--- src/sv/assert_macros.svh ---
// Assertion macros shared by the rotator RTL.
// Plain text macros only; no package or module dependencies.
`ifndef ASSERT_MACROS_SVH
`define ASSERT_MACROS_SVH

// Property must hold at every clock edge outside reset.
`define ASSERT_AT(lbl, clk, rstn, prop, msg) \
  lbl: assert property (@(posedge clk) disable iff (!rstn) prop) \
    else $error(msg);

// Condition must never be seen at a clock edge outside reset.
`define ASSERT_NEVER(lbl, clk, rstn, cond, msg) \
  lbl: assert property (@(posedge clk) disable iff (!rstn) !(cond)) \
    else $error(msg);

`endif

--- src/sv/iqtr_pkg.sv ---
// Package for the quarter-turn rotator: field widths, codes, config and control types.
// No dependencies.
`timescale 1ns / 1ps

package iqtr_pkg;

  localparam int CoordW      = 6;
  localparam int PixW        = 24;
  localparam int RegW        = 7;
  localparam int TurnW       = 2;
  localparam int CfgIdxW     = 3;
  localparam int StatusW     = 2;

  localparam int DefMaxRows   = 64;
  localparam int DefMaxCols   = 64;
  localparam int DefPixelBits = 24;

  localparam logic [RegW-1:0] RstImageRows = 7'd64;
  localparam logic [RegW-1:0] RstImageCols = 7'd64;
  localparam logic [RegW-1:0] RstSelRight  = 7'd64;
  localparam logic [RegW-1:0] RstSelBottom = 7'd64;

  typedef enum logic {
    CMD_WRITE = 1'b0,
    CMD_READ  = 1'b1
  } cmd_e;

  typedef enum logic [StatusW-1:0] {
    ST_OK         = 2'd0,
    ST_NOT_SQUARE = 2'd1,
    ST_OUTSIDE    = 2'd2
  } status_e;

  typedef enum logic [TurnW-1:0] {
    TURN_0   = 2'd0,
    TURN_90  = 2'd1,
    TURN_180 = 2'd2,
    TURN_270 = 2'd3
  } turn_e;

  typedef enum logic [CfgIdxW-1:0] {
    REG_TURNS      = 3'd0,
    REG_IMAGE_ROWS = 3'd1,
    REG_IMAGE_COLS = 3'd2,
    REG_SEL_LEFT   = 3'd3,
    REG_SEL_RIGHT  = 3'd4,
    REG_SEL_TOP    = 3'd5,
    REG_SEL_BOTTOM = 3'd6
  } cfg_reg_e;

  typedef struct packed {
    turn_e           turns;
    logic [RegW-1:0] image_rows;
    logic [RegW-1:0] image_cols;
    logic [RegW-1:0] sel_left;
    logic [RegW-1:0] sel_right;
    logic [RegW-1:0] sel_top;
    logic [RegW-1:0] sel_bottom;
  } cfg_t;

  // Per-access control from the address mapper.
  typedef struct packed {
    status_e status;
    logic    wr_en;
    logic    rd_en;
  } ctl_t;

endpackage

--- src/sv/iqtr_map.sv ---
// Address mapper: turns a view coordinate into a frame store address plus status.
// Depends on iqtr_pkg. Purely combinational.
`timescale 1ns / 1ps

module iqtr_map #(
  parameter int MAX_ROWS = iqtr_pkg::DefMaxRows,
  parameter int MAX_COLS = iqtr_pkg::DefMaxCols,
  parameter int AW       = $clog2(MAX_ROWS * MAX_COLS)
) (
  input  iqtr_pkg::cmd_e              cmd_i,
  input  logic [iqtr_pkg::CoordW-1:0] row_i,
  input  logic [iqtr_pkg::CoordW-1:0] col_i,
  input  iqtr_pkg::cfg_t              cfg_i,
  output logic [AW-1:0]               addr_o,
  output iqtr_pkg::ctl_t              ctl_o
);

  localparam int MaxDim  = (MAX_ROWS > MAX_COLS) ? MAX_ROWS : MAX_COLS;
  localparam int DimBits = $clog2(MaxDim + 1);
  localparam int DimW    = (DimBits > iqtr_pkg::RegW) ? DimBits : iqtr_pkg::RegW;

  logic [DimW-1:0] rows, cols, left, right, top, bottom, r, c;
  logic [DimW-1:0] vr, vc, n, h, w, lr, lc, br, bc, mr, mc, sr, sc;
  logic            full_sel, square, in_img, in_view, in_sel;
  iqtr_pkg::turn_e rot_turns;

  // image size saturates at the store dimensions
  assign rows = (DimW'(cfg_i.image_rows) > DimW'(MAX_ROWS)) ? DimW'(MAX_ROWS)
                                                            : DimW'(cfg_i.image_rows);
  assign cols = (DimW'(cfg_i.image_cols) > DimW'(MAX_COLS)) ? DimW'(MAX_COLS)
                                                            : DimW'(cfg_i.image_cols);
  assign left   = DimW'(cfg_i.sel_left);
  assign right  = DimW'(cfg_i.sel_right);
  assign top    = DimW'(cfg_i.sel_top);
  assign bottom = DimW'(cfg_i.sel_bottom);
  assign r      = DimW'(row_i);
  assign c      = DimW'(col_i);

  assign full_sel = (left == '0) && (top == '0) &&
                    (cfg_i.sel_right == cfg_i.image_cols) &&
                    (cfg_i.sel_bottom == cfg_i.image_rows) &&
                    (right == cols) && (bottom == rows);
  assign square   = (left <= right) && (top <= bottom) && (right <= cols) &&
                    (bottom <= rows) && ((right - left) == (bottom - top));
  assign n        = right - left;

  assign vr      = cfg_i.turns[0] ? cols : rows;
  assign vc      = cfg_i.turns[0] ? rows : cols;
  assign in_img  = (r < rows) && (c < cols);
  assign in_view = (r < vr) && (c < vc);
  assign in_sel  = (r >= top) && (r < bottom) && (c >= left) && (c < right);

  always_comb begin
    ctl_o     = '{status: iqtr_pkg::ST_OK, wr_en: 1'b0, rd_en: 1'b0};
    rot_turns = iqtr_pkg::TURN_0;
    h         = rows;
    w         = cols;
    lr        = r;
    lc        = c;
    br        = '0;
    bc        = '0;
    if (cmd_i == iqtr_pkg::CMD_WRITE) begin
      if (in_img) ctl_o.wr_en = 1'b1;
      else        ctl_o.status = iqtr_pkg::ST_OUTSIDE;
    end else if (full_sel) begin
      // whole image turns; view dims swap on odd turns
      if (in_view) begin
        ctl_o.rd_en = 1'b1;
        rot_turns   = cfg_i.turns;
      end else begin
        ctl_o.status = iqtr_pkg::ST_OUTSIDE;
      end
    end else if (!in_img) begin
      ctl_o.status = iqtr_pkg::ST_OUTSIDE;
    end else if (!square) begin
      ctl_o.status = iqtr_pkg::ST_NOT_SQUARE;
      ctl_o.rd_en  = 1'b1;
    end else begin
      ctl_o.rd_en = 1'b1;
      if (in_sel) begin
        rot_turns = cfg_i.turns;
        h         = n;
        w         = n;
        lr        = r - top;
        lc        = c - left;
        br        = top;
        bc        = left;
      end
    end
  end

  // clockwise turn: view (lr,lc) to source coordinate within an h x w window
  always_comb begin
    case (rot_turns)
      iqtr_pkg::TURN_90: begin
        mr = h - 1'b1 - lc;
        mc = lr;
      end
      iqtr_pkg::TURN_180: begin
        mr = h - 1'b1 - lr;
        mc = w - 1'b1 - lc;
      end
      iqtr_pkg::TURN_270: begin
        mr = lc;
        mc = w - 1'b1 - lr;
      end
      default: begin
        mr = lr;
        mc = lc;
      end
    endcase
  end

  assign sr     = br + mr;
  assign sc     = bc + mc;
  assign addr_o = AW'(32'(sr) * 32'(MAX_COLS) + 32'(sc));

endmodule
--- config.mk ---
export PLATFORM = sky130hd
export DESIGN_NAME = iqtr_map
export DESIGN_NICKNAME = d
export VERILOG_FILES = /design/src/sv/assert_macros.svh /design/src/sv/iqtr_pkg.sv /design/src/sv/iqtr_map.sv
export SDC_FILE = /design/constraint.sdc
export NUM_CORES = 1
export LEC_CHECK = 0
export ABC_AREA = 0
export BUFFER_PORTS_ARGS = -buffer_cell sky130_fd_sc_hd__buf_4
export CAP_MARGIN = 10
export CELL_PAD_IN_SITES_DETAIL_PLACEMENT = 0
export CELL_PAD_IN_SITES_GLOBAL_PLACEMENT = 1
export CORE_ASPECT_RATIO = 0.6
export CORE_MARGIN = 2
export CORE_UTILIZATION = 25
export DETAILED_ROUTE_END_ITERATION = 10
export GPL_TIMING_DRIVEN = 0
export PLACE_DENSITY = 0.5
export SLEW_MARGIN = 25
export SYNTH_ARGS = -nofsm -noshare
export SYNTH_HDL_FRONTEND = slang
export SYNTH_SLANG_ARGS = --single-unit
--- constraint.sdc ---
create_clock -name vclk -period 15.1
set_clock_uncertainty 0.15 [all_clocks]
set_input_delay 3.02 -clock vclk [all_inputs]
set_output_delay 3.02 -clock vclk [all_outputs]
set_load 0.05 [all_outputs]
==> summary.txt <==
Detailed routing
  – DRC Markers: 0
  – Initial DRC count: 400
  – Via Count: 5409
  – Detailed Routing Iterations Pass 1: 5
  – Final WL: 21700 um
  – Post-route ant nets: 0
  – Vias per inst: 5.29
  – Wire per inst: 21.3 um

Layout
  – Final Cell Area: 5940 um2
  – Final sequential cell count: 0
  – P&R area growth vs syn: 20.8%
  – Final nets: 922
  – Fraction of layout cells with a size suffix above 1: 0.152
  – Layout clock buffers: 0
  – Reg area: 0 um2
  – Post-route insts no fill: 1022
  – ANT cells: 0

Outcome
  – Outcome: finished, final reports clean

Logic synthesis
  – Largest cells by area after synthesis: ha_1 25%, a21oi_1 6.0%, xnor2_1 5.5%
  – Mapped Area: 4920 um2
  – Post-Syn Nets: 847
  – Cell variety after synth: 66
  – Register area share after synthesis: 0
  – Synth top cells by count: 99 x ha_1, 71 x inv_1, 59 x a21oi_1, 46 x nor2_1
  – Synth Instances: 683
  – Cell taking the most area after synthesis: ha_1
  – Most frequent cell after synthesis: ha_1
  – Mean post-synth cell area: 7.20 um2
  – Synth warn: 0
  – Top cell type's share of synthesized area: 0.252

Worst hold path
  – HP Start: cmd_i
  – Hold Path Class: in -> out
  – WHS Endpoint: ctl_o[1]
  – WHS Path Cells: 3

Global routing
  – Largest net degree at the start of global routing: 11
  – Global-route wire length before repair: 32200 um
  – Vias in the first global route: 5104
  – Initial antenna violation count: 0
  – Total grt overflow: 0
  – Total GRT Usage: 0.208

Placement
  – Hpwl dp: 19000 um
  – Placement Cell Area: 5790 um2
  – Pre-CTS setup slack: -0.998 ns
  – Port bufs: 72
  – Post-placement cell count: 1021
  – Final RePlAce weighted congestion: 0.858

Floorplan
  – Die Span Y: 113 um
  – Core area: 19200 um2
  – Cell Rows: 39
  – Die Area: 20800 um2
  – Die X: 185 um
  – Initial Utilization: 0.256
  – Ports: 73

Power and ir drop
  – Pwr per Cell Area: 37.0 nW/um2
  – P_leak: 0.00289 uW
  – VDD IR max: 0.0165 mV

Critical path
  – Crit path DAT: 11.57 ns
  – CP Data Required Time: 11.93 ns
  – Most used cell, CP: ha_1
  – CP max-delay cell: or4_1
  – Kind of critical path: in -> out
  – CP peak stage delay: 0.54 ns
  – Crit path capture type: output pin
  – Critical Path Fanout Max: 10
  – Setup crit start kind: input port

STA
  – Min Hold Slack: 6.22 ns
  – Final setup violation count: 0
  – Slew @ Worst Pin: 0.822 ns
  – Fin crit period: 14.74 ns
  – Maximum clock frequency: 67.9 MHz
  – Setup TNS: 0 ns
  – Fin crit share: 0.976
  – Final hold violations: 0
  – Rel. slew slack: 0.446
  – Final worst slack: 0.362 ns
  – Max-slew violations: 0

Job
  – Max_cap viols: 0
routing by layer:
layer	global-route usage	wire length, um	part of all wire	vias up
met1	0.360	12400	0.57	2580
li1	-	-	-	2614
met5	0	0	0	-
met4	0.0206	252	0.012	0
met2	0.273	7590	0.35	196
met3	0.0140	1460	0.067	19
repair_timing:
action / 4_1_cts / 5_1_grt
buffers inserted: 1 / 2
pin swaps: 2 / 3
hold buffers: 0 / 0
resized for setup: 7 / 20
hold endpoints to repair: 0 / 0
setup endpoints to repair: 1 / 1
cell usage in the layout (no fill, tap or decap), types with 3 or more instances in the layout:
cell type  Yosys  routed
xnor2_2        1       4
a21o_1        28      28
inv_1         71      71
o21bai_1       4       4
buf_2          4       4
a21oi_1       59      57
mux2_2         4       4
fa_1           8       8
nand2_1       38      38
nand2b_1      11      11
clkbuf_1      13       9
ha_1          99      98
o2111ai_1      4       4
xor2_1        27      26
buf_4          0      75
nor2b_1       21      19
and3_1         5       5
nand3b_1       3       3
o211ai_1       3       3
nand4_1        9       9
o211a_1        3       3
o21ai_0       38      37
xnor2_1       31      27
nand3_1       16      16
and2_1         8       7
mux2i_1       17      16
o21a_1         6       6
nor3_1        25      25
o22ai_1        9       9
a21boi_0       4       3
or3_1          3       3
nor2_1        46      46
a211oi_1      11      11
a31oi_1        3       3
nor4_1         8       8
worst max-delay path by stage:
stage               from    endpoint  slack, ns  cells past startpoint
3_3_place_gp   cfg_i[34]  addr_o[11]      -0.99                     42
6_report       cfg_i[14]  addr_o[11]       0.36                     41
3_5_place_dp   cfg_i[34]  addr_o[11]       -1.0                     42
4_1_cts        cfg_i[14]  addr_o[11]       0.05                     41
2_1_floorplan  cfg_i[14]  addr_o[11]       1.37                     38
5_1_grt        cfg_i[14]  addr_o[11]      -0.03                     40
critical path, delay by kind of cell:
family / cells / cell delay, ns
AOI/OAI and AO/OA: 8 / 1.32
xor gates and xnor gates: 4 / 0.87
adders and majority gates: 7 / 2.02
buffers and inverters: 6 / 0.96
muxes: 1 / 0.34
and+or+nand+nor: 15 / 3.03
layout make-up:
cell class	count	area [um2]
Inverter	71	267
Timing Repair Buffer	75	563
Fill cell	2103	13200
Tap cell	266	333
Buffer	17	86.3
Multi-Input combinational cell	593	4690
metrics by stage:
stage | power (uW) | util
after floorplan | 136 | -
after global placement | 205 | 0.302
after detailed placement | 206 | 0.302
after CTS | 209 | 0.304
after global routing | 238 | 0.310
final | 219 | 0.310
report_power, final:
part / total (uW) / internal (uW) / switching (uW)
Clock: 0 / 0 / 0
Sequential: 0 / 0 / 0
Combinational: 219 / 87.7 / 132
Total: 219 / 87.7 / 132
cells by family (layout without fill, tap and decap cells):
| family | after synthesis | after routing | synth area share |
|---|---|---|---|
| buffers and inverters | 90 | 163 | 0.0728 |
| adder cells (fa/ha/maj) | 107 | 107 | 0.284 |
| AO/OA/AOI/OAI | 187 | 187 | 0.239 |
| AND/OR/NAND/NOR | 214 | 214 | 0.235 |
| multiplexers | 24 | 24 | 0.0529 |
| XOR/XNOR | 61 | 61 | 0.116 |
Power figures use the tool's default switching activity.
